[src/rtl/mm3_pkg.sv]
`timescale 1ns / 1ps
// Shared types and constants for the MurmurHash3 x64_128 hasher.
// No dependencies; imported by every module of the block.
package mm3_pkg;

  // Mixing constants
  localparam logic [63:0] MIX_C1    = 64'h87c37b91114253d5;
  localparam logic [63:0] MIX_C2    = 64'h4cf5ad432745937f;
  localparam logic [63:0] LANE_ADD1 = 64'h0000000052dce729;
  localparam logic [63:0] LANE_ADD2 = 64'h0000000038495ab5;
  localparam logic [63:0] AVAL_M1   = 64'hff51afd7ed558ccd;
  localparam logic [63:0] AVAL_M2   = 64'hc4ceb9fe1a85ec53;

  localparam logic [31:0] COUNT_MAX   = 32'hFFFFFFFF;
  localparam logic [4:0]  BLOCK_BYTES = 5'd16;
  localparam logic [4:0]  WORD_BYTES  = 5'd8;

  // Input transaction
  typedef struct packed {
    logic [63:0] block_low;
    logic [63:0] block_high;
    logic [4:0]  byte_count;
    logic        last_block;
  } in_item_t;

  // Output transaction
  typedef struct packed {
    logic [63:0] hash_low;
    logic [63:0] hash_high;
  } out_item_t;

  // Classified command passed from front to back
  typedef struct packed {
    logic [63:0] k1;
    logic [63:0] k2;
    logic [4:0]  n;
    logic        mix1;
    logic        mix2;
    logic        body;
    logic        last;
  } cmd_t;

  // Queue status
  typedef struct packed {
    logic full;
    logic empty;
  } q_stat_t;

  // Multiplier request and response
  typedef struct packed {
    logic        start;
    logic [63:0] a;
    logic [63:0] b;
  } mul_req_t;

  typedef struct packed {
    logic        busy;
    logic        done;
    logic [63:0] result;
  } mul_rsp_t;

endpackage

[src/rtl/mm3_mul.sv]
`timescale 1ns / 1ps
// Shared 64x64 multiplier giving the low 64 bits, one 32x32 partial per cycle.
// Depends on mm3_pkg; used by mm3_back.
module mm3_mul import mm3_pkg::*; (
  input  logic     clk,
  input  logic     rst,
  input  mul_req_t req,
  output mul_rsp_t rsp
);

  localparam logic [1:0] STEP_LL = 2'd0;
  localparam logic [1:0] STEP_HL = 2'd1;
  localparam logic [1:0] STEP_LH = 2'd2;

  logic [63:0] a_r;
  logic [63:0] b_r;
  logic [63:0] acc;
  logic [1:0]  step;
  logic        busy;
  logic        done;
  logic [31:0] x;
  logic [31:0] y;
  logic [63:0] prod;

  // Operand selection for the current partial product
  always_comb begin
    x    = (step == STEP_HL) ? a_r[63:32] : a_r[31:0];
    y    = (step == STEP_LH) ? b_r[63:32] : b_r[31:0];
    prod = 64'(x) * 64'(y);
  end

  assign rsp.busy   = busy;
  assign rsp.done   = done;
  assign rsp.result = acc;

  // Step control
  always_ff @(posedge clk) begin
    if (rst) begin
      busy <= 1'b0;
      done <= 1'b0;
      step <= STEP_LL;
    end else begin
      done <= 1'b0;
      if (req.start) begin
        busy <= 1'b1;
        step <= STEP_LL;
      end else if (busy) begin
        if (step == STEP_LH) begin
          busy <= 1'b0;
          done <= 1'b1;
        end
        step <= step + 2'd1;
      end
    end
  end

  // Operands and accumulator; cross terms only touch the upper word
  always_ff @(posedge clk) begin
    if (req.start) begin
      a_r <= req.a;
      b_r <= req.b;
    end
    if (busy) begin
      if (step == STEP_LL) begin
        acc <= prod;
      end else begin
        acc[63:32] <= acc[63:32] + prod[31:0];
      end
    end
  end

endmodule

[config.mk]
export PLATFORM = sky130hd
export DESIGN_NAME = mm3_mul
export DESIGN_NICKNAME = d
export VERILOG_FILES = /design/src/rtl/mm3_pkg.sv /design/src/rtl/mm3_mul.sv
export SDC_FILE = /design/constraint.sdc
export NUM_CORES = 2
export LEC_CHECK = 0
export BUFFER_PORTS_ARGS = -buffer_cell sky130_fd_sc_hd__buf_2
export CORE_MARGIN = 2
export CORE_UTILIZATION = 42
export CTS_BUF_LIST = sky130_fd_sc_hd__clkbuf_4 sky130_fd_sc_hd__clkbuf_8
export DETAILED_ROUTE_END_ITERATION = 8
export HOLD_SLACK_MARGIN = 0.15
export PLACE_DENSITY_LB_ADDON = 0.12
export SYNTH_ARGS = -nofsm -noshare
export SYNTH_HDL_FRONTEND = slang
export SYNTH_SLANG_ARGS = --single-unit
[constraint.sdc]
create_clock -name clk -period 12.1 [get_ports clk]
set_clock_uncertainty 0.05 [all_clocks]
set_input_delay 1.21 -clock clk [delete_from_list [all_inputs] [get_ports clk]]
set_output_delay 1.21 -clock clk [all_outputs]
set_load 0.05 [all_outputs]
==> results.cfg <==
[worst_setup_path]
cp_common_cell = fa_1
path_class = reg -> reg
cp.required_ps = 12430
crit_slowest_cell = mux2i_2
cp-start-kind = flop
worstPathMaxFanout = 32
critPathArrivalTime_ps = 11070
end_kind = flop
regToRegSetupSlack_ps = 1360
max_stage_delay_ps = 1050

[sta]
setup_violations = 0
post-route-period-util = 0.888
hold_viol_final = 0
layout_setup_ws_ps = 1360
rsz0062_at_grt = no
maxSlewViolCount = 0
worst_pin_slew_ps = 1380
fmax_ghz = 0.0931
max_slew_margin = 0.0624
setup_tns_ps = 0
period_minus_slack_ps = 10740

[global_route]
grt_usage = 0.294
grt_pass1_vias = 32400
grt_pass1_wl_um = 212000
grt_overflow = 0
antenna_found_initial = 2
grt_max_degree = 69

[detailed_routing]
drc = 0
routed_wl_um = 143000
via_per_inst = 5.41
wl_per_cell_um = 25.0
drt_iter0_drc = 2502
drt_first_pass_iters = 6
dr_total_vias = 31000
ant_nets = 0

[yosys]
yosysWarnings = 0
synth-seq-cells = 196
ys_seq_area_frac = 0.142
synth_area_per_cell_sq_um = 9.49
synthDistinctLibCells = 72
syn_inst = 4340
synth_fp_nets = 5666
synth_edf_count = 192
syn-cell-area_sq_um = 41200
async_flop_share = 0
ys.flop_type = edfxtp_1

[floorplanning]
start_util = 0.425
die_area_sq_um = 101000
die_w_um = 317
die_h_um = 317
rows = 114
core_area_sq_um = 96900
ios = 197

[clocking]
cts_sinks = 196
clk_root_buffer_cell = clkbuf_8
numCtsBuffers = 17
cts.repair_timing.setup_buffer_count = 0
cts.clk_slew.worst_paths_ps = 150
clk_latency_ps = 650
cts-resized-gates = 0
cts_hold_buf = 0
cts_buffer_depth = 2
h-tree-depth = 4
tritoncts = done

[final_layout]
layout.nets = 5764
fin_util = 0.457
drive_gt1_frac = 0.0964
mostFrequentLayoutCell = inv_1
area.growth.synth_to_final_pct = 7.47
layout_common_cells = inv_1 (909), fa_1 (897), nand2_1 (680)

[placed_design]
gp_congestion = 0.920
dpl_worst_slack_ps = 1530
dpl.hpwl_um = 117000
port_buffers = 196

[status]
outcome = completed

[run]
drv_cap = 0

[hold_path]
hold_class = reg -> reg
==> cell usage after synthesis, types with 17 or more instances <==
cell type  count  area (sq um)
inv_1        909          3410
nand3_1       20           100
edfxtp_1     192          5770
xor2_1        31           272
xnor2_1       50           438
buf_1         27           101
clkbuf_1     166           623
mux2i_1       69           691
nor2_1       466          1750
nor3_1        17          85.1
o21ai_0       56           280
nand4_1       27           169
a21o_1        32           240
mux2_2        63           709
o21bai_1      21           158
ha_1         298          3730
a21oi_1      130           651
fa_1         897         18000
nand2_1      680          2550
==> state kept, by name, indices dropped and copies added (netlist names) <==
register and count:
a_r 64, acc 64, b_r 64, done 1, step 2, busy 1
==> critical path, delay by kind of cell, from the launching register on <==
family | cells | cell delay, ps
flops | 1 | 390
mux | 1 | 1050
compound gates | 10 | 1920
buf+inv | 5 | 350
simple gates | 5 | 730
xor+xnor | 1 | 480
fa+ha+maj | 11 | 5470
==> kinds of logic after synthesis <==
kind of cell,count (synthesis),synth area share
simple gates,1282,0.125
fa+ha+maj,1195,0.527
buf+inv,1108,0.101
compound gates,345,0.0534
flops,196,0.142
mux,132,0.0340
xor+xnor,82,0.0178
==> stage by stage <==
stage | cell area [sq um] | instances | hold WS [ps]
floorplan | 41200 | 4340 | 459
detailed placement | 43800 | 5695 | 525
global placement | 43800 | 5694 | 524
CTS | 44200 | 5727 | 542
global route | 44200 | 5728 | 575
finish | 44200 | 5732 | 547
==> final cells by class <==
| cell class | count | area [sq um] |
|---|---|---|
| inverters | 911 | 3420 |
| flip-flops and latches | 196 | 5850 |
| diodes | 5 | 12.5 |
| well taps | 1276 | 1600 |
| clock buffers | 18 | 241 |
| repair buffers | 276 | 1600 |
| clock inverters | 14 | 191 |
| multi-input cells | 3036 | 31300 |
| fillers | 9451 | 52600 |
==> path summary, 6_finish.rpt <==
check,from,to,cells after the start
hold / removal,step[0]$_SDFFE_PP0P_,step[0]$_SDFFE_PP0P_,2
setup reg to reg,step[0]$_SDFFE_PP0P_,acc[61]$_DFFE_PP_,33
setup / recovery,step[0]$_SDFFE_PP0P_,acc[61]$_DFFE_PP_,33
hold reg to reg,step[0]$_SDFFE_PP0P_,step[0]$_SDFFE_PP0P_,2
==> per-layer routing <==
layer,up-vias,GRT usage,share of wire
met5,-,0,0.000091
met4,2,0.108,0.040
met3,233,0.0493,0.072
met2,1172,0.497,0.49
met1,16200,0.380,0.40
li1,13400,-,-
Power is not shown: default switching activity piles up to over one toggle a cycle in this logic, so the estimate is an artifact.
