<file path="config.mk">
export PLATFORM = sky130hd
export DESIGN_NAME = mm3_front
export DESIGN_NICKNAME = d
export VERILOG_FILES = /design/src/rtl/mm3_pkg.sv /design/src/rtl/mm3_front.sv
export SDC_FILE = /design/constraint.sdc
export NUM_CORES = 1
export LEC_CHECK = 0
export ABC_AREA = 0
export BUFFER_PORTS_ARGS = -buffer_cell sky130_fd_sc_hd__buf_2
export CAP_MARGIN = 20
export CORE_MARGIN = 2
export CORE_UTILIZATION = 45
export CTS_CLUSTER_DIAMETER = 200
export DETAILED_ROUTE_END_ITERATION = 7
export GPL_TIMING_DRIVEN = 0
export PLACE_DENSITY = 0.88
export RECOVER_POWER = 50
export SYNTH_ARGS = -nofsm -noshare
export SYNTH_HDL_FRONTEND = slang
export SYNTH_SLANG_ARGS = --single-unit
export TNS_END_PERCENT = 5
</file>
<file path="constraint.sdc">
create_clock -name clk -period 14.35 [get_ports clk]
set_clock_uncertainty 0.05 [all_clocks]
set_input_delay 1.435 -clock clk [delete_from_list [all_inputs] [get_ports clk]]
set_output_delay 1.435 -clock clk [all_outputs]
set_load 0.01 [all_outputs]
</file>
<file path="src/rtl/mm3_pkg.sv">
`timescale 1ns / 1ps
// Shared types and constants for the MurmurHash3 x64_128 hasher.
// No dependencies; imported by every module of the block.
package mm3_pkg;

  // Mixing constants
  localparam logic [63:0] MIX_C1    = 64'h87c37b91114253d5;
  localparam logic [63:0] MIX_C2    = 64'h4cf5ad432745937f;
  localparam logic [63:0] LANE_ADD1 = 64'h0000000052dce729;
  localparam logic [63:0] LANE_ADD2 = 64'h0000000038495ab5;
  localparam logic [63:0] AVAL_M1   = 64'hff51afd7ed558ccd;
  localparam logic [63:0] AVAL_M2   = 64'hc4ceb9fe1a85ec53;

  localparam logic [31:0] COUNT_MAX   = 32'hFFFFFFFF;
  localparam logic [4:0]  BLOCK_BYTES = 5'd16;
  localparam logic [4:0]  WORD_BYTES  = 5'd8;

  // Input transaction
  typedef struct packed {
    logic [63:0] block_low;
    logic [63:0] block_high;
    logic [4:0]  byte_count;
    logic        last_block;
  } in_item_t;

  // Output transaction
  typedef struct packed {
    logic [63:0] hash_low;
    logic [63:0] hash_high;
  } out_item_t;

  // Classified command passed from front to back
  typedef struct packed {
    logic [63:0] k1;
    logic [63:0] k2;
    logic [4:0]  n;
    logic        mix1;
    logic        mix2;
    logic        body;
    logic        last;
  } cmd_t;

  // Queue status
  typedef struct packed {
    logic full;
    logic empty;
  } q_stat_t;

  // Multiplier request and response
  typedef struct packed {
    logic        start;
    logic [63:0] a;
    logic [63:0] b;
  } mul_req_t;

  typedef struct packed {
    logic        busy;
    logic        done;
    logic [63:0] result;
  } mul_rsp_t;

endpackage

</file>
<file path="src/rtl/mm3_front.sv">
`timescale 1ns / 1ps
// Front end: accepts input transactions, masks tail bytes and classifies them.
// Depends on mm3_pkg; feeds mm3_queue.
module mm3_front import mm3_pkg::*; (
  input  logic     clk,
  input  logic     rst,
  input  logic     in_valid,
  output logic     in_stall,
  input  in_item_t in_data,
  input  q_stat_t  q_stat,
  output logic     push,
  output cmd_t     push_data
);

  logic       held;
  cmd_t       cmd;
  cmd_t       cmd_next;
  logic       accept;
  logic [4:0] n_clamp;
  logic       full_blk;
  logic [63:0] mask_lo;
  logic [63:0] mask_hi;

  // Handshake: hold one classified transaction until the queue takes it
  assign in_stall  = held && q_stat.full;
  assign accept    = in_valid && !in_stall;
  assign push      = held && !q_stat.full;
  assign push_data = cmd;

  // Classification and tail masking
  always_comb begin
    n_clamp  = (in_data.byte_count > BLOCK_BYTES) ? BLOCK_BYTES : in_data.byte_count;
    full_blk = !in_data.last_block || (n_clamp == BLOCK_BYTES);
    for (int i = 0; i < 8; i++) begin
      mask_lo[8*i +: 8] = {8{5'(i) < n_clamp}};
      mask_hi[8*i +: 8] = {8{(5'(i) + WORD_BYTES) < n_clamp}};
    end
    cmd_next.k1   = full_blk ? in_data.block_low  : (in_data.block_low  & mask_lo);
    cmd_next.k2   = full_blk ? in_data.block_high : (in_data.block_high & mask_hi);
    cmd_next.n    = full_blk ? BLOCK_BYTES : n_clamp;
    cmd_next.mix1 = full_blk || (n_clamp != 5'd0);
    cmd_next.mix2 = full_blk || (n_clamp > WORD_BYTES);
    cmd_next.body = full_blk;
    cmd_next.last = in_data.last_block;
  end

  // Holding register valid
  always_ff @(posedge clk) begin
    if (rst) begin
      held <= 1'b0;
    end else if (accept) begin
      held <= 1'b1;
    end else if (push) begin
      held <= 1'b0;
    end
  end

  // Payload
  always_ff @(posedge clk) begin
    if (accept) begin
      cmd <= cmd_next;
    end
  end

endmodule

</file>
==> flow_metrics.env <==
export IMPL_status="complete, no violations"
export IMPL_die_area_mm2=0.0129
export IMPL_cp_data_required_time_ns=12.86
export IMPL_cp_end_kind="primary output"
export IMPL_gp_congestion=0.811
export IMPL_grt_use_total_pct=21.2
export IMPL_detail_route_wl_per_cell_um=17.8
export IMPL_drc=0
export IMPL_num_nets_final=756
export IMPL_cts_setup_buffers=0
export IMPL_maxCapViolations=0
export IMPL_portBuffers=274
export IMPL_synth_most_common_cell="edfxtp_1"
export IMPL_hold_buffers=0
export IMPL_cts_resized=0
export IMPL_clk_pin_slew_worst_paths_ns=0.06
export IMPL_syn_avg_cell_area_um2=16.8
export IMPL_cp_max_fo=3
export IMPL_crit_path_start_kind="input port"
export IMPL_area_growth_pct=38.0
export IMPL_hold_path_class="flip-flop to flip-flop"
export IMPL_core_mm2=0.0116
export IMPL_critPathKind="input port to primary output"
export IMPL_placed_area_mm2=0.00700
export IMPL_start_util_pct=46.6
export IMPL_die_x_um=113
export IMPL_cts_tree="done"
export IMPL_synthFlopType="edfxtp_1"
export IMPL_setup_viol=0
export IMPL_internal_power_mw=0.785
export IMPL_synth_area_top_cells="edfxtp_1, a21boi_0, nor2b_1"
export IMPL_synth_edf_count=137
export IMPL_cts_buffer_depth=2
export IMPL_cp_arrival_ns=1.93
export IMPL_finalHoldViolations=0
export IMPL_ys_seq_area_share_pct=76.8
export IMPL_yosys_area_top_type="edfxtp_1"
export IMPL_tns_ns=0
export IMPL_hpwl_mm=10.2
export IMPL_rr_startpoint="held"
export IMPL_num_rows=39
export IMPL_ys_top_cells_by_count="edfxtp_1, a21boi_0, nor2b_1"
export IMPL_clk_latency_ns=0.41
export IMPL_pwr_share_seq_pct=48.0
export IMPL_r2r_cells=4
export IMPL_p_sw_mw=0.221
export IMPL_cts_buffers=17
export IMPL_powerDensity_mw_per_mm2=135
export IMPL_cts_sinks=138
export IMPL_synth_area_mm2=0.00539
export IMPL_grt_pass1_vias=4003
export IMPL_pwr_share_comb_pct=9.5
export IMPL_p_clk_share_pct=42.5
export IMPL_power_share_switching_pct=22.0
export IMPL_io_pins=278
export IMPL_drive_above_1_share_pct=36.7
export IMPL_die_h_um=113
export IMPL_slew_violations=0
export IMPL_vias=3842
export IMPL_overflow=0
export IMPL_fin_area_mm2=0.00743
export IMPL_ys_types=25
export IMPL_period_share_pct=23.8
export IMPL_rrSetupSlack_ns=12.10
export IMPL_routed_wl_mm=13.8
export IMPL_drtIter0Drc=268
export IMPL_synthCells=321
export IMPL_fmax_mhz=293
export IMPL_cts_root_buf="clkbuf_16"
export IMPL_grt_max_degree=40
export IMPL_p_leak_nw=2.98
export IMPL_maxSlewHeadroom_pct=32.5
export IMPL_yosys_warnings=0
export IMPL_drt_first_pass_iters=4
export IMPL_synthArstFlopShare_pct=0
export IMPL_grt_pass1_wl_mm=20.4
export IMPL_startpoint="q_stat[1]"
export IMPL_synth_top_area_share_pct=76.4
export IMPL_ir_drop_uv=83.7
export IMPL_fill_cells=902
export IMPL_antenna_left=0
export IMPL_ys_ff_latch=138
export IMPL_antenna_found_initial=0
export IMPL_h_tree_depth=4
export IMPL_synth_fp_nets=460
export IMPL_setup_worst_path_end="in_stall"
export IMPL_r2r_end="push_data[129]"
export IMPL_period_minus_slack_ns=3.42
export IMPL_viasPerCell=4.97
export IMPL_diodes=0
export IMPL_rsz0062_at_grt="no"
export IMPL_worst_slew_pin_slew_ns=1.01
-- routing by layer --
layer / vias to the layer above / share of wire (%) / track usage [%]
met5: - / 0 / 0
met4: 0 / 2.4 / 9.67
met3: 25 / 7.8 / 6.91
met2: 183 / 52 / 37.1
met1: 1825 / 38 / 23.5
li1: 1809 / - / -
-- metrics by stage --
stage | total power, mW | utilization, % | worst slack (ns) | std cells | hold WS [ns]
final | 1.01 | 64.3 | 10.93 | 773 | 0.449
after global routing | 1.04 | 64.3 | 10.91 | 773 | 0.503
after CTS | 1.02 | 65.6 | 10.98 | 773 | 0.453
after detailed placement | 0.592 | 60.6 | 10.84 | 741 | 0.440
after global placement | 0.591 | 60.0 | 4.09 | 738 | 0.425
after floorplan | 0.540 | - | 5.96 | 321 | 0.407
-- sequential cells by signal, summed over array words and instances (netlist names) --
register and cells:
push_data 137, held 1
-- worst min-delay path by stage --
stage / start / slack, ns / endpoint / depth (start not counted)
2_1_floorplan: held / 0.41 / held / 2
5_1_grt: held / 0.50 / held / 2
3_3_place_gp: held / 0.42 / held / 2
3_5_place_dp: held / 0.44 / held / 2
6_report: held / 0.45 / held / 2
4_1_cts: held / 0.45 / held / 2
-- logic make-up (layout without fill, tap and decap cells) --
logic type,after synthesis,in the layout,synth area share (%)
compound gates,109,109,15.0
buf+inv,28,337,2.76
flops,138,138,76.8
simple gates,46,46,5.51
-- power by group through the flow --
stage,Clock [mW],Sequential [mW],Combinational [mW]
6_report,0.428,0.483,0.0960
5_1_grt,0.452,0.485,0.104
4_1_cts,0.433,0.483,0.102
3_5_place_dp,0,0.491,0.102
3_3_place_gp,0,0.496,0.0955
2_1_floorplan,0,0.510,0.0308
-- cell type report --
class	count	area, um^2	area share (%)
well taps	143	179	2.41
plain buffers	18	82.6	1.11
clock inverters	15	158	2.12
multi-input cells	155	1090	14.7
flip-flops and latches	138	4130	55.6
repair buffers	277	1330	17.8
clock buffers	17	425	5.72
inverters	10	37.5	0.505
-- layout by cell type, fill, tap and decap left out, types with 2 or more instances in the layout --
| cell | Yosys | routed |
|---|---|---|
| edfxtp_1 | 137 | 137 |
| buf_2 | 13 | 193 |
| clkinv_2 | 0 | 7 |
| buf_12 | 0 | 3 |
| a21boi_0 | 91 | 93 |
| nor2_1 | 3 | 3 |
| and2_1 | 13 | 7 |
| nand3_1 | 3 | 3 |
| clkbuf_16 | 0 | 17 |
| a21boi_1 | 5 | 3 |
| nor2b_1 | 14 | 13 |
| nand2_1 | 4 | 4 |
| clkinv_4 | 0 | 2 |
| a31oi_1 | 8 | 8 |
| and2_0 | 0 | 6 |
| clkinv_1 | 0 | 2 |
| inv_1 | 10 | 10 |
| clkbuf_1 | 0 | 97 |
| bufinv_16 | 0 | 3 |
| and2b_1 | 5 | 5 |
-- critical path, cell delays in order --
cell and delay (ns):
clkbuf_1 0.12, and2_1 0.22, buf_2 0.16
Power figures use the tool's default switching activity.
