===== src/rtl/mm3_pkg.sv =====
`timescale 1ns / 1ps
// Shared types and constants for the MurmurHash3 x64_128 hasher.
// No dependencies; imported by every module of the block.
package mm3_pkg;

  // Mixing constants
  localparam logic [63:0] MIX_C1    = 64'h87c37b91114253d5;
  localparam logic [63:0] MIX_C2    = 64'h4cf5ad432745937f;
  localparam logic [63:0] LANE_ADD1 = 64'h0000000052dce729;
  localparam logic [63:0] LANE_ADD2 = 64'h0000000038495ab5;
  localparam logic [63:0] AVAL_M1   = 64'hff51afd7ed558ccd;
  localparam logic [63:0] AVAL_M2   = 64'hc4ceb9fe1a85ec53;

  localparam logic [31:0] COUNT_MAX   = 32'hFFFFFFFF;
  localparam logic [4:0]  BLOCK_BYTES = 5'd16;
  localparam logic [4:0]  WORD_BYTES  = 5'd8;

  // Input transaction
  typedef struct packed {
    logic [63:0] block_low;
    logic [63:0] block_high;
    logic [4:0]  byte_count;
    logic        last_block;
  } in_item_t;

  // Output transaction
  typedef struct packed {
    logic [63:0] hash_low;
    logic [63:0] hash_high;
  } out_item_t;

  // Classified command passed from front to back
  typedef struct packed {
    logic [63:0] k1;
    logic [63:0] k2;
    logic [4:0]  n;
    logic        mix1;
    logic        mix2;
    logic        body;
    logic        last;
  } cmd_t;

  // Queue status
  typedef struct packed {
    logic full;
    logic empty;
  } q_stat_t;

  // Multiplier request and response
  typedef struct packed {
    logic        start;
    logic [63:0] a;
    logic [63:0] b;
  } mul_req_t;

  typedef struct packed {
    logic        busy;
    logic        done;
    logic [63:0] result;
  } mul_rsp_t;

endpackage


===== src/rtl/mm3_queue.sv =====
`timescale 1ns / 1ps
// Two-entry command queue between the front end and the back end.
// Depends on mm3_pkg.
module mm3_queue import mm3_pkg::*; (
  input  logic    clk,
  input  logic    rst,
  input  logic    push,
  input  cmd_t    push_data,
  input  logic    pop,
  output cmd_t    pop_data,
  output q_stat_t q_stat
);

  cmd_t       entries [2];
  logic       wr_ptr;
  logic       rd_ptr;
  logic [1:0] count;

  assign q_stat.full  = (count == 2'd2);
  assign q_stat.empty = (count == 2'd0);
  assign pop_data     = entries[rd_ptr];

  // Pointers and fill count
  always_ff @(posedge clk) begin
    if (rst) begin
      wr_ptr <= 1'b0;
      rd_ptr <= 1'b0;
      count  <= 2'd0;
    end else begin
      if (push) begin
        wr_ptr <= ~wr_ptr;
      end
      if (pop) begin
        rd_ptr <= ~rd_ptr;
      end
      if (push && !pop) begin
        count <= count + 2'd1;
      end else if (pop && !push) begin
        count <= count - 2'd1;
      end
    end
  end

  // Storage
  always_ff @(posedge clk) begin
    if (push) begin
      entries[wr_ptr] <= push_data;
    end
  end

endmodule


===== config.mk =====
export PLATFORM = sky130hd
export DESIGN_NAME = mm3_queue
export DESIGN_NICKNAME = d
export VERILOG_FILES = /design/src/rtl/mm3_pkg.sv /design/src/rtl/mm3_queue.sv
export SDC_FILE = /design/constraint.sdc
export NUM_CORES = 1
export LEC_CHECK = 0
export ABC_AREA = 1
export BUFFER_PORTS_ARGS = -buffer_cell sky130_fd_sc_hd__buf_2
export CORE_ASPECT_RATIO = 1.5
export CORE_MARGIN = 2
export CORE_UTILIZATION = 38
export CTS_CLUSTER_DIAMETER = 150
export CTS_CLUSTER_SIZE = 16
export DETAILED_ROUTE_END_ITERATION = 8
export PLACE_DENSITY_LB_ADDON = 0.3
export SLEW_MARGIN = 10
export SYNTH_ARGS = -nofsm -noshare
export SYNTH_HDL_FRONTEND = slang
export SYNTH_SLANG_ARGS = --single-unit

===== constraint.sdc =====
create_clock -name clk -period 9.4 [get_ports clk]
set_clock_uncertainty 0.15 [all_clocks]
set_input_delay 2.82 -clock clk [delete_from_list [all_inputs] [get_ports clk]]
set_output_delay 2.82 -clock clk [all_outputs]
set_load 0.01 [all_outputs]

==> metrics.txt, run 1 <==
CTS tree=built; minimum clock period=5.489 ns; Max Buffers Root-to-Sink=3; Routed WL=20070 um; Mapped Nets=between 600 and 700; post-route ant nets=0; fraction of layout cells with a size suffix above 1=0.5836; Yosys warning total=0; worst-path cell chain=buf_4 -> mux2_2 -> buf_2; Synth area leader=edfxtp_1; # setup viols final=0; final estimated routing congestion in global placement=0.7380; Post-CTS Setup Bufs=0; Die Height=204.6 um; synth-to-layout area growth=22.44%; Vias/cell=4.651; most common cell after layout, fill and taps aside=buf_2; CP max stage delay=0.71 ns; root cell of the clock tree=clkbuf_16; Power Total=2.556 mW; CP max stage cell=dfxtp_4; # rows=73; Buffers on Ports=roughly 280; Detailed Routing Iterations Pass 1=5; worst skew pair latency=0.51 ns; Register Area=8332 um^2; most frequent cells in the layout=buf_2 (279), edfxtp_1 (274), mux2_2 (137); largest net degree at the start of global routing=81; Synth top area share=0.8074; Synth Area per Inst=22.20 um^2; register clock-pin slew on the reported worst setup and hold paths=0.07 ns; crit path kind=flop to output pin; vias in the first global route=5397; RSZ-0062 raised after global routing=no; cell area after synthesis=10190 um^2; post-CTS sizing=0; final hold violations=0; Worst Hold Class=flop to flop; Setup TNS Final=0 ns; Fill cells=2330; Synth cell types=15; H-tree Lvls=1; Seq/Total Area, Yosys=0.8172; outcome=complete, no violations; final cell count without fillers=about 1100; Remaining Overflow, GRT=0; worst setup margin=3.911 ns; global-route wire length before repair=between 20000 and 30000 um; fmax=around 180 MHz; vias=5144; Slew headroom=0.2607; max-cap check violation count=0; number of hold buffers added after CTS=0; CP startpoint kind=flop; dpl hpwl=13190 um; hold slack=0.3775 ns; crit share post-route=0.5839; cts bufs inserted=21; initial antenna violation count=3; Die W=137.7 um; Synth Register Bits=between 200 and 300; DRC=0; clk sinks=279; Leakage Power=4.621 nW; First DRT Iteration DRCs=205; CP endpoint kind=output pin; maximum fanout along the worst path=54; initial core utilization=0.3847; nets@finish=between 800 and 900; CP Data Arrival Time=2.52 ns; GRT Total Usage=0.1361; WL/cell=approximately 18 um; core area=~26000 um^2; Worst VDD drop=0.0001655 V; Max Slew Vio Count=0; pre-CTS setup slack=4.216 ns; P per Cell Area=204.8 nW/um^2; top cells by area, synth=edfxtp_1 (81%), mux2_2 (15%), clkbuf_8 (1.4%); Synth Instances=459; Data required, critical path=6.43 ns; area of the die=roughly 28000 um^2; Worst-Margin Slew=between 1 and 1.5 ns; I/O pins=280; multi-input combinational cell area=1643 um^2; Cells after DPL=1065
[layer usage]
metal	GRT usage	vias to the layer above	wire length, um
li1	-	2389	-
met1	0.1406	2562	7021
met2	0.2600	164	11370
met3	0.02871	29	1172
met4	0.05685	0	511
met5	0	-	0
[cell families after synthesis]
logic type,synth area share
flip-flops,0.8172
multiplexers,0.1514
buffers and inverters,0.02234
AND/OR/NAND/NOR,0.006016
AO/OA/AOI/OAI,0.0009813
XOR/XNOR,0.0008596
adder cells (fa/ha/maj),0.001228
[worst max-delay path: cells and delay by family, from the launching register on]
kind,cells,cell delay (ns)
flops,1,0.71
buf+inv,2,0.81
mux,1,0.42
[Yosys cell counts]
master    number
buf_6          5
inv_1          9
xnor2_1        1
dfxtp_1        5
mux2_2       137
nor2_1         7
nand4_1        1
o21ai_0        1
nand2_1        5
edfxtp_1     274
nor3_1         1
a21oi_1        1
ha_1           1
nand3_1        1
clkbuf_8      10
[power by group]
group / switching [mW] / internal (mW) / total [mW]
Sequential: 0.0202 / 1.44 / 1.46
Combinational: 0.143 / 0.126 / 0.269
Clock: 0.402 / 0.425 / 0.827
Total: 0.565 / 1.99 / 2.56
[path summary, 6_finish.rpt]
kind | startpoint | endpoint | slack (ns) | depth (start not counted)
max | flop | pop_data[31] | 3.91 | 3
min | rd_ptr$_SDFFE_PP0P_ | rd_ptr$_SDFFE_PP0P_ | 0.38 | 2
max reg2reg | wr_ptr$_SDFFE_PP0P_ | entries[1][8]$_DFFE_PP_ | 6.82 | 3
min reg2reg | rd_ptr$_SDFFE_PP0P_ | rd_ptr$_SDFFE_PP0P_ | 0.38 | 2
[stage by stage]
stage                 util  area, um^2
floorplan                -       10190
global route        0.4711       12480
finish              0.4711       12480
global placement    0.4481       11870
detailed placement  0.4481       11870
CTS                 0.4708       12470
[flip-flops by register name (all words and copies together), names as in the netlist, named ones only]
register	cells
count	2
entries	274
rd_ptr	1
wr_ptr	1
[cell type report]
type | count | share of cell area
sequential | 279 | 0.6677
multi-input combinational | 156 | 0.1317
timing repair buffer | 284 | 0.1149
clock buffer | 36 | 0.04663
tap | 337 | 0.03379
inverter | 9 | 0.003108
clock inverter | 2 | 0.001604
antenna | 3 | 0.0006016
Note: power is estimated with default switching activity, not from simulation.
==> run 2: changes to the inputs <==
--- a/config.mk
+++ b/config.mk
@@ -5,7 +5,7 @@
 export SDC_FILE = /design/constraint.sdc
 export NUM_CORES = 1
 export LEC_CHECK = 0
-export ABC_AREA = 1
+export ABC_AREA = 0
 export BUFFER_PORTS_ARGS = -buffer_cell sky130_fd_sc_hd__buf_2
 export CORE_ASPECT_RATIO = 1.5
 export CORE_MARGIN = 2
==> constraint.sdc (replaced) <==
create_clock -name clk -period 4.7 [get_ports clk]
set_clock_uncertainty 0.15 [all_clocks]
set_input_delay 1.41 -clock clk [delete_from_list [all_inputs] [get_ports clk]]
set_output_delay 1.41 -clock clk [all_outputs]
set_load 0.01 [all_outputs]
==> run 2 against run 1 <==
Effect of this change:
- first-iteration DRC count up 7.8%
- via count rose by 0.37%
- sequential share of layout area down 0.28 points
- synthesized cell count shrank 2.4%
- total power rose by 100%
- final cell count down 0.63%
- setup slack lost 3.0 ns
- die area down 0.45%
- wire length is 1.6% lower
- critical path depth is the same
- largest cell class unchanged
==> metrics.txt, run 2 <==
P per Cell Area=412.5 nW/um^2; CP max stage delay=0.72 ns; Post-CTS Setup Bufs=0; Largest register FFs=274; outcome=complete, no violations; Synth top cells by count=edfxtp_1 (274), mux2_2 (137), buf_6 (14); initial antenna violation count=5; Detailed Routing Iterations Pass 1=4; WP buf/inv=2; routed wl met3=1223 um; crit share post-route=0.8117; most frequent cell after synthesis=edfxtp_1; Remaining Overflow, GRT=0; Yosys warning total=0; First DRT Iteration DRCs=221; maximum fanout along the worst path=40; Synth Area per Inst=between 20 and 25 um^2; Setup TNS Final=0 ns; most common cell after layout, fill and taps aside=buf_2; fraction of layout cells with a size suffix above 1=0.5950; crit path kind=flop to output pin; final estimated routing congestion in global placement=approximately 0.75; DRC=0; area of the die=about 28000 um^2; Max Slew Vio Count=0; max-cap check violation count=0; worst skew pair latency=0.50 ns; Worst VDD drop=0.0002613 V; post-CTS sizing=0; GRT Total Usage=0.1385; post-route ant nets=0; CP Data Arrival Time=2.26 ns; final hold violations=0; asr flop ratio synth=0; # setup viols final=0; H-tree Lvls=1; nets@finish=roughly 890; Main synth FF type=edfxtp_1; Max Used Layer=met5; dpl hpwl=13180 um; Die Height=204.1 um; Synth area leader=edfxtp_1; Synth Instances=448; hold slack=0.3578 ns; Fill cells=2291; Synth Register Bits=279; Slew headroom=0.4633; largest net degree at the start of global routing=55; fmax=262.1 MHz; Worst Hold Class=flop to flop; worst-path cell chain=buf_4 -> mux2_2 -> buf_2; number of hold buffers added after CTS=0; Synth cell types=16; number of synthesized flops with an enable pin=approximately 270; Seq/Total Area, Yosys=0.8210; Synth top area share=0.8112; root cell of the clock tree=clkbuf_16; register clock-pin slew on the reported worst setup and hold paths=0.07 ns; top cells by area, synth=edfxtp_1 (81%), mux2_2 (15%), buf_6 (1.6%); Worst-Margin Slew=roughly 0.81 ns; Buffers on Ports=279; global-route wire length before repair=29190 um; Routed WL=19750 um; vias=5163; most frequent cells in the layout=buf_2 (279), edfxtp_1 (274), mux2_2 (137); Data required, critical path=3.14 ns; Leakage Power=4.626 nW; RSZ-0062 raised after global routing=no; Max Buffers Root-to-Sink=3; minimum clock period=3.815 ns; Regs by FF count=entries x274, count x2; clk sinks=279; Metal-1 WL=between 7000 and 8000 um; # rows=73; top cell family by delay on the critical path=flip-flops; DR WL met2=10690 um; core area=26400 um^2; initial core utilization=0.3843; Die W=approximately 140 um; CP endpoint kind=output pin; WL/cell=between 15 and 20 um; CP max stage cell=dfxtp_4; cts bufs inserted=21; vias in the first global route=about 5400; cell area after synthesis=a little over 10000 um^2; largest register by flop count=entries; Vias/cell=4.698; CP startpoint kind=flop; synth-to-layout area growth=23.54%; I/O pins=280; Mapped Nets=between 500 and 600; CTS tree=built
## run 2: cell types whose count changed in the layout (fill, tap and decap cells not counted), sizes merged, moves of 2 or more
| cell | before | now |
|---|---|---|
| xor2 | 0 | 2 |
| nor2 | 7 | 5 |
| nand2 | 5 | 0 |
| buf | 284 | 288 |
| inv | 11 | 2 |
## run 2: layout make-up
cell class	count	area [um^2]	area share
Antenna cell	4	10.01	0.0007988
Clock buffer	36	581.8	0.04643
Clock inverter	1	11.26	0.0008986
Inverter	1	3.754	0.0002995
Multi-Input combinational cell	153	1657	0.1322
Sequential cell	279	8332	0.6649
Tap cell	337	421.7	0.03365
Timing Repair Buffer	288	1514	0.1208
## run 2: kinds of logic after synthesis
group / after synthesis / synth area share
simple gates: 9 / 0.004565
flops: 279 / 0.8210
xor+xnor: 4 / 0.003454
mux: 137 / 0.1521
buf+inv: 16 / 0.01665
compound gates: 2 / 0.0009859
fa+ha+maj: 1 / 0.001233
## run 2: worst paths after layout
check                                          from                       end  slack, ns  depth (start not counted)
worst min register to register  rd_ptr$_SDFFE_PP0P_                      flop       0.36                          2
worst max register to register  wr_ptr$_SDFFE_PP0P_  entries[1][90]$_DFFE_PP_       2.67                          2
worst max-delay path                           flop              pop_data[83]       0.88                          3
worst min-delay path            rd_ptr$_SDFFE_PP0P_                      flop       0.36                          2
## run 2: layer usage
metal  GRT usage  vias up
met5           0        -
met4     0.07216        2
met3     0.03001       45
met2      0.2500      175
met1      0.1494     2561
li1            -     2380
## run 2: worst register-to-register path: cells and delay by family, from the launching register on
kind / cells / cell delay (ns)
buf+inv: 1 / 0.45
flops: 1 / 0.40
simple gates: 1 / 0.71
## run 2: stage by stage
step                setup WS, ns  total power [mW]    util  std cells  cell area (um^2)
detailed placement         1.365             3.599  0.4519       1058             11930
floorplan                 0.6497             3.339       -        448             10150
finish                    0.8848             5.169  0.4747       1099             12530
global route              0.7382             5.377  0.4747       1099             12530
CTS                       0.8124             5.245  0.4743       1095             12520
global placement           1.387             3.588  0.4519       1058             11930
## run 2: power breakdown
part	switching [mW]	total [mW]	internal, mW
Combinational	0.304	0.581	0.277
Clock	0.794	1.64	0.846
Sequential	0.0470	2.95	2.90
Total	1.14	5.17	4.02
==> run 3: changes to the inputs <==
--- a/config.mk
+++ b/config.mk
@@ -5,7 +5,7 @@
 export SDC_FILE = /design/constraint.sdc
 export NUM_CORES = 1
 export LEC_CHECK = 0
-export ABC_AREA = 0
+export ABC_AREA = 1
 export BUFFER_PORTS_ARGS = -buffer_cell sky130_fd_sc_hd__buf_2
 export CORE_ASPECT_RATIO = 1.5
 export CORE_MARGIN = 2
==> constraint.sdc (replaced) <==
create_clock -name clk -period 3.9 [get_ports clk]
set_clock_uncertainty 0.15 [all_clocks]
set_input_delay 1.17 -clock clk [delete_from_list [all_inputs] [get_ports clk]]
set_output_delay 1.17 -clock clk [all_outputs]
set_load 0.01 [all_outputs]
==> run 3 against run 2 <==
Effect of this change:
- wire length rose by 3.6%
- final cell count up 0.55%
- die area increased by 0.46%
- first-iteration DRC count rose by 5.0%
- total power rose by 18%
- sequential share of layout area decreased by 0.16 points
- highest routed layer is now met4
==> metrics.txt, run 3 (synthesized netlist as in run 1, its figures left out) <==
largest net degree at the start of global routing=75; worst skew pair latency=0.51 ns; Slew headroom=0.5395; vias in the first global route=5455; nets@finish=896; final design utilization=0.4742; Detailed Routing Iterations Pass 1=4; initial core utilization=0.3847; H-tree Lvls=1; synth-to-layout area growth=23.25%; DRC=0; Worst-Margin Slew=around 0.69 ns; clock power share=0.315; CP startpoint kind=flop; Buffers on Ports=approximately 280; most common cell after layout, fill and taps aside=buf_2; Worst R2R Path Depth=3; Max Buffers Root-to-Sink=3; dpl hpwl=13880 um; final hold violations=0; Worst Hold Path EP=rd_ptr$_SDFFE_PP0P_; max-cap check violation count=0; crit path kind=flop to output pin; I/O pins=280; flop-to-flop setup slack=1.99 ns; number of hold buffers added after CTS=0; post-CTS sizing=0; First DRT Iteration DRCs=232; root cell of the clock tree=clkbuf_16; CP Data Arrival Time=~2.1 ns; fmax=293.2 MHz; # rows=73; Gate power share=0.109; Critical R2R Capture=entries[1][94]$_DFFE_PP_; sw power=1.339 mW; Die Height=204.6 um; cts bufs inserted=21; area of the die=between 20000 and 30000 um^2; outcome=complete, no violations; fraction of layout cells with a size suffix above 1=0.5908; initial antenna violation count=8; core area=26490 um^2; # setup viols final=0; Power Internal=4.777 mW; Setup TNS Final=0 ns; Vias/cell=4.703; Routed WL=roughly 20000 um; most frequent cells in the layout=buf_2 (279), edfxtp_1 (274), mux2_2 (137); Data required, critical path=2.58 ns; Power Total=6.116 mW; Leakage Power=4.642 nW; CP endpoint kind=output pin; Regs by FF count=entries x274, count x2; Post-CTS Setup Bufs=0; final estimated routing congestion in global placement=0.7882; Worst Hold Class=flop to flop; Largest register FFs=274; post-route ant nets=0; Crit Reg-Reg Startpoint=wr_ptr$_SDFFE_PP0P_; Sw Ratio=0.2190; WHS Path Cells=2; Max Slew Vio Count=0; largest register by flop count=entries; clk sinks=279; P per Cell Area=between 400 and 500 nW/um^2; CTS tree=built; Hold Crit Start=rd_ptr$_SDFFE_PP0P_; Reg power frac=0.575; GRT Total Usage=0.1403; RSZ-0062 raised after global routing=no; vias=5197; maximum fanout along the worst path=60; register clock-pin slew on the reported worst setup and hold paths=0.07 ns; Die W=137.7 um; WL/cell=18.51 um; minimum clock period=3.410 ns; global-route wire length before repair=29340 um; Remaining Overflow, GRT=0; Worst VDD drop=0.0003266 V; crit share post-route=0.8745
## run 3: power groups by stage
| stage | Combinational, mW | Sequential (mW) | Clock, mW |
|---|---|---|---|
| after floorplan | 0.403 | 3.57 | 0 |
| after global placement | 0.675 | 3.58 | 0 |
| after detailed placement | 0.682 | 3.59 | 0 |
| after CTS | 0.685 | 3.52 | 2.01 |
| after global routing | 0.725 | 3.53 | 2.11 |
| final | 0.669 | 3.52 | 1.93 |
## run 3: worst max-delay path by stage
| stage | from | depth (start not counted) | slack [ns] | end |
|---|---|---|---|---|
| floorplan | push | 2 | 0.07 | entries[1][0]$_DFFE_PP_ |
| global placement | flop | 3 | 0.99 | pop_data[24] |
| detailed placement | flop | 3 | 0.98 | pop_data[20] |
| CTS | flop | 3 | 0.42 | pop_data[20] |
| global route | flop | 3 | 0.38 | pop_data[76] |
| finish | flop | 3 | 0.49 | pop_data[24] |
## run 3: routing by layer
metal | part of all wire | GRT usage
met1 | 0.32 | 0.1355
met2 | 0.56 | 0.2612
met3 | 0.072 | 0.03786
met4 | 0.046 | 0.08163
met5 | 0 | 0
## run 3: per-stage QoR
stage	hold WS [ns]	setup slack [ns]	std cells	cell area (um^2)
5_1_grt	0.4165	0.3842	1104	12560
3_3_place_gp	0.3471	0.9912	1068	11980
6_report	0.3715	0.4896	1105	12560
4_1_cts	0.3758	0.4182	1097	12540
3_5_place_dp	0.3554	0.9806	1068	11980
2_1_floorplan	0.3299	0.06550	459	10200
## run 3: critical path, stage by stage (launching register included)
cell     delay [ns]
dfxtp_4        0.64
buf_12         0.34
mux2_2         0.40
buf_2          0.14
## run 3: area by class of cell
cell class	instances	area [um^2]
Multi-Input combinational cell	156	1643
Sequential cell	279	8332
Inverter	9	37.54
Fill cell	2327	13930
Clock buffer	28	551.8
Clock inverter	1	11.26
Antenna cell	8	20.02
Timing Repair Buffer	287	1544
Tap cell	337	421.7
